### src/rtl/cggr_pkg.sv
package cggr_pkg;

    localparam int OLD_GLYPHS = 4096;
    localparam int GID_AW     = $clog2(OLD_GLYPHS);

    localparam logic [15:0] FIRST_COMPONENT = 16'd10;

    localparam logic [15:0] FLAG_ARGS_WORDS = 16'h0001;
    localparam logic [15:0] FLAG_SCALE      = 16'h0008;
    localparam logic [15:0] FLAG_MORE       = 16'h0020;
    localparam logic [15:0] FLAG_XY_SCALE   = 16'h0040;
    localparam logic [15:0] FLAG_TWO_BY_TWO = 16'h0080;

    localparam logic OP_MAP  = 1'b0;
    localparam logic OP_BYTE = 1'b1;

    localparam int FIFO_DEPTH = 4;
    localparam int FIFO_AW    = $clog2(FIFO_DEPTH);
    localparam int FIFO_CW    = $clog2(FIFO_DEPTH + 1);

    typedef struct packed {
        logic [7:0] data;
        logic       pad;
        logic       last;
    } out_item_t;

    typedef struct packed {
        logic              wr_en;
        logic [GID_AW-1:0] wr_addr;
        logic [15:0]       wr_data;
        logic              rd_en;
        logic [GID_AW-1:0] rd_addr;
    } map_req_t;

endpackage

### src/rtl/cggr_out_fifo.sv
module cggr_out_fifo
    import cggr_pkg::*;
(
    input  logic               clk,
    input  logic               rst_n,
    input  logic [1:0]         push_cnt,
    input  out_item_t          push0,
    input  out_item_t          push1,
    input  logic               pop,
    output out_item_t          head,
    output logic [FIFO_CW-1:0] count
);

    out_item_t          fifo_mem [FIFO_DEPTH];
    logic [FIFO_AW-1:0] wr_ptr_reg;
    logic [FIFO_AW-1:0] wr_ptr_next;
    logic [FIFO_AW-1:0] rd_ptr_reg;
    logic [FIFO_AW-1:0] rd_ptr_next;
    logic [FIFO_CW-1:0] count_reg;
    logic [FIFO_CW-1:0] count_next;

    always_comb
    begin
        wr_ptr_next = FIFO_AW'(wr_ptr_reg + push_cnt);
        rd_ptr_next = FIFO_AW'(rd_ptr_reg + pop);
        count_next  = FIFO_CW'(count_reg + push_cnt - pop);
    end

    always_ff @(posedge clk or negedge rst_n)
    begin
        if (!rst_n)
        begin
            wr_ptr_reg <= '0;
            rd_ptr_reg <= '0;
            count_reg  <= '0;
        end
        else
        begin
            wr_ptr_reg <= wr_ptr_next;
            rd_ptr_reg <= rd_ptr_next;
            count_reg  <= count_next;
        end
    end

    always_ff @(posedge clk)
    begin
        if (push_cnt != 2'd0)
        begin
            fifo_mem[wr_ptr_reg] <= push0;
        end
        if (push_cnt == 2'd2)
        begin
            fifo_mem[FIFO_AW'(wr_ptr_reg + 1'b1)] <= push1;
        end
    end

    assign head  = fifo_mem[rd_ptr_reg];
    assign count = count_reg;

endmodule
### config.mk
export PLATFORM = sky130hd
export DESIGN_NAME = cggr_out_fifo
export DESIGN_NICKNAME = d
export VERILOG_FILES = /design/src/rtl/cggr_pkg.sv /design/src/rtl/cggr_out_fifo.sv
export SDC_FILE = /design/constraint.sdc
export NUM_CORES = 1
export LEC_CHECK = 0
export BUFFER_PORTS_ARGS = -buffer_cell sky130_fd_sc_hd__buf_2
export CELL_PAD_IN_SITES_DETAIL_PLACEMENT = 1
export CELL_PAD_IN_SITES_GLOBAL_PLACEMENT = 1
export CORE_MARGIN = 5
export CORE_UTILIZATION = 40
export DETAILED_ROUTE_END_ITERATION = 7
export PLACE_DENSITY = 0.75
export SLEW_MARGIN = 20
export SYNTH_ARGS = -nofsm -noshare
export SYNTH_HDL_FRONTEND = slang
export SYNTH_SLANG_ARGS = --single-unit
### constraint.sdc
create_clock -name clk -period 2.4 [get_ports clk]
set_input_delay 0.48 -clock clk [delete_from_list [all_inputs] [get_ports clk]]
set_output_delay 0.48 -clock clk [all_outputs]
set_load 0.02 [all_outputs]
## Word-level counts from Yosys, hierarchy flattened

Memory sizes are Yosys's and may differ from the RTL's.
Cells that the tools add are included.

- Reductions and logical operators: 1
- Eq/ne operators: 1
- $add $sub $neg: 5
- Multiplexer cells: 4

Operators by type and width:

| operator | number |
|---|---|
| 1-bit 2-to-1 mux | 4 |
| 3-bit by 2-bit adder with 3-bit output | 1 |
| 3-bit by 1-bit subtractor with 3-bit output | 1 |
| 2-bit by 1-bit adder with 2-bit output | 1 |
| 2-bit by 1-bit adder with 2-bit output, second input constant | 1 |
| 2-bit adder | 1 |
| 2-bit == test, second input constant | 1 |
| 2-bit nonzero test | 1 |

- RAM bits: 40
- Logic and storage cells: 15
- Memories: 1
- Register bits after elaboration: 7
- Output and inout bits: 13

Memory list:

| memory | words | bits a word | read ports | clocked after memory_dff | write ports | RTL line | text |
|---|---|---|---|---|---|---|---|
| fifo_mem | 4 | 10 | 1 | 0 | 2 | cggr_out_fifo.sv:14 | `out_item_t fifo_mem [FIFO_DEPTH];` |

## Depth between registers and ports, before layout

- Depth after elaboration: 3
- Depth in mapped cells: 6
- Gate-level depth less buffers: 6

## Worst setup path before layout

No wires, ideal clock.

- Path type: input-to-reg
- Start point: input push_cnt[1]
- End point: memory fifo_mem[0][0] in the netlist's numbering (enable)
- Data arrival time: 1.462 ns
- Buffers on the path: 1
- Slack: 0.544 ns
- Stages on the path: 3
- Required time: 2.007 ns
- Path through: buf_6 > nor2_1 > o31ai_1

RTL lines:

| what | RTL line | text |
|---|---|---|
| from (decl) | cggr_out_fifo.sv:6 | `input logic [1:0] push_cnt,` |
| to (decl) | cggr_out_fifo.sv:14 |  |

==> summary.md <==
| Metric | Value |
|---|---|
| Final setup violation count | `0` |
| Seq/Total Area, Yosys | `55.2%` |
| Slew margin rel. | `37.2%` |
| Crit-path max FO | `11` |
| Port bufs | `37` |
| DRC viols | `0` |
| Cell Chain, Critical Path | `mux4_2 > buf_2` |
| Reg2reg end | `fifo_mem[2][0]` |
| Max reg flops | `40` |
| I/O pin count | `38` |
| Met2 routed WL | `2770 um` |
| # fillers | `587` |
| Layout Utilization | `48.3%` |
| Crit path kind | `register to output pin` |
| Syn nets | `164` |
| DR WL met3 | `171 um` |
| FF-to-FF Start | `wr_ptr_reg[1]` |
| Peak VDD IR | `0.546 mV` |
| Critical Path RT | `1920 ps` |
| Commonest non-fill, non-tap cells in the layout | `40 x edfxtp_1, 37 x buf_2, 28 x mux2_4, 12 x buf_4` |
| CP endpoint kind | `output pin` |
| Switch Pwr | `1.11 mW` |
| End of the worst hold path | `rd_ptr_reg[0]` |
| Actual slew at the worst max-slew pin | `935 ps` |
| Top Metal Used | `met4` |
| Min-delay src | `pop` |
| Worst Hold Path Cells | `2` |
| Via count | `1,321` |
| Post-layout nets | `213` |
| Pin count of the biggest net entering global routing | `15` |
| Min Clock Period, post-route | `2040 ps` |
| Clock insertion delay at the later pin of the skew report | `290 ps` |
| Sequential power share | `43.7%` |
| Multi-input gate area | `0.00103 sq mm` |
| Routed wire per std cell | `20.0 um` |
| Slowest cell on the critical path | `dfrtp_1` |
| Gr ovfl total | `0` |
| Final wirelength | `5160 um` |
| Detailed placement HPWL | `4010 um` |
| Die Area | `0.00791 sq mm` |
| Comb power frac | `41.8%` |
| 1st-iter DRT viols | `39` |
| HP Class | `primary input to register` |
| Fraction of layout cells with a size suffix above 1 | `54.1%` |
| R2R depth | `3` |
| CP Data Arrival Time | `1560 ps` |
| Core Footprint | `0.00599 sq mm` |
| Power Density | `1100 mW/mm^2` |
| Routability cong. | `0.778` |
| Crit-path leading delay family | `flip-flops` |
| Initial antenna violation count | `0` |
| Seq cells post-synth | `47` |
| Mapped Cells | `133` |
| Layout Skew | `8.30 ps` |
| Avg Cell Area, Syn | `18.7 sq um` |
| Area growth syn-to-layout | `16.0%` |
| Final Instance Area | `0.00289 sq mm` |
| # Post-CTS Setup Buffers | `0` |
| RSZ-0062 raised after global routing | `no` |
| Commonest non-fill, non-tap cell in the layout | `edfxtp_1` |
| Status | `complete, no violations` |
| Register area | `0.00138 sq mm` |
| Final max-slew violation count | `0` |
| # rows | `28` |
| Die Span X | `89.0 um` |
| Clk pwr share | `14.5%` |
| Flop-to-flop setup slack | `430 ps` |
| WP buf/inv | `1` |
| Total power | `3.17 mW` |
| CTS clk-pin slew, worst paths | `90 ps` |
| Leakage dissipation | `1.18 nW` |
| Htree depth | `2` |
| CTS tree | `yes` |
| DRT Pass-1 Iters | `4` |
| CP max stage delay | `690 ps` |
| Die height | `89.0 um` |
| Fmax | `490 MHz` |
| Cell chosen for the clock root | `clkbuf_8` |
| Antenna cell count | `0` |
| Synth warn | `0` |
| Setup TNS | `0 ps` |
| Net Sw Frac | `35.0%` |
| Vias per Instance | `5.12` |
| Post-Syn Area | `0.00249 sq mm` |
| First-pass GRT wire length | `8430 um` |
| Vias in the first global route | `1,563` |
| Max cap viols | `0` |
| Clk sinks | `47` |
| Library cells used by synthesis | `24` |
| Post-DP Area | `0.00280 sq mm` |
| GRT Total Usage | `14.6%` |
| CTS max path bufs | `2` |
| CP Launch Type | `register` |
| Detail Route Antenna Nets | `0` |
| Inserted Clock Buffers | `5` |
| Fin. Hold Viols | `0` |
| Initial core utilization | `41.6%` |
| Metal-1 WL | `2180 um` |
| Pint | `2.06 mW` |
| Period utilization | `85.0%` |
## cell families after synthesis
kind of cell               share of synthesized area (%)
xor gates and xnor gates                            1.76
buffers and inverters                               3.86
muxes                                               31.7
AOI/OAI and AO/OA                                   1.00
DFF                                                 55.2
and+or+nand+nor                                     3.16
adders and majority gates                           3.31
## how the worst max path moves through the flow
| stage | from | endpoint | depth (start not counted) |
|---|---|---|---|
| floorplan | push_cnt[1] | fifo_mem[0][0] | 3 |
| global placement | push_cnt[1] | fifo_mem[2][8] | 4 |
| detailed placement | push_cnt[1] | fifo_mem[2][0] | 4 |
| CTS | rd_ptr_reg[1] | head[9] | 2 |
| global route | rd_ptr_reg[1] | head[1] | 2 |
| finish | rd_ptr_reg[1] | head[9] | 2 |
## power groups by stage
stage               clock [mW]  combinational, mW  sequential [mW]
floorplan                    0              0.961             1.34
global placement             0               1.30             1.39
detailed placement           0               1.36             1.41
CTS                      0.472               1.36             1.39
global route             0.519               1.44             1.41
finish                   0.458               1.32             1.39
## worst register-to-register path, stage by stage (launching register included)
cell and delay [ps]:
dfrtp_1 510, nor4bb_4 610, buf_4 290, mux2_4 320
## cell usage after synthesis
| library cell | instances | area share [%] |
|---|---|---|
| a21o_1 | 1 | 0.30 |
| buf_2 | 2 | 0.40 |
| buf_4 | 1 | 0.30 |
| buf_6 | 5 | 2.3 |
| dfrtp_1 | 7 | 7.0 |
| edfxtp_1 | 40 | 48 |
| fa_1 | 1 | 0.80 |
| ha_1 | 5 | 2.5 |
| inv_1 | 6 | 0.90 |
| mux2_1 | 10 | 4.5 |
| mux2_2 | 2 | 0.90 |
| mux2_4 | 28 | 17 |
| mux2i_1 | 1 | 0.40 |
| mux4_2 | 10 | 9.0 |
| nand4b_1 | 1 | 0.35 |
| nor2_1 | 2 | 0.30 |
| nor2b_1 | 1 | 0.25 |
| nor4b_2 | 1 | 0.60 |
| nor4bb_2 | 1 | 0.65 |
| nor4bb_4 | 1 | 1.0 |
| o21ba_2 | 1 | 0.40 |
| o31ai_1 | 1 | 0.30 |
| xnor2_1 | 4 | 1.4 |
| xor2_1 | 1 | 0.35 |
## routing by layer
layer,global-route usage [%],vias to the layer above
met3,3.23,4
met5,0,-
met2,25.8,21
li1,-,617
met1,18.1,679
met4,3.65,0
## timing repair
action	4_1_cts	5_1_grt
setup endpoints to repair	0	0
gates resized for setup	0	0
hold buffers	0	1
endpoints found under the hold margin	0	6
## layout make-up
class,count,share of cell area [%]
timing repair buffer,50,9.87
tap,75,3.25
clock buffer,5,2.38
sequential,47,47.6
clock inverter,3,0.519
multi-input combinational,72,35.6
inverter,6,0.779
## metrics by stage
stage	hold WS, ps	instances	worst slack [ps]
global route	420	258	257
finish	437	258	360
CTS	1.99	257	314
floorplan	184	133	544
global placement	321	249	323
detailed placement	327	249	264
(Power assumes the default switching activity.)
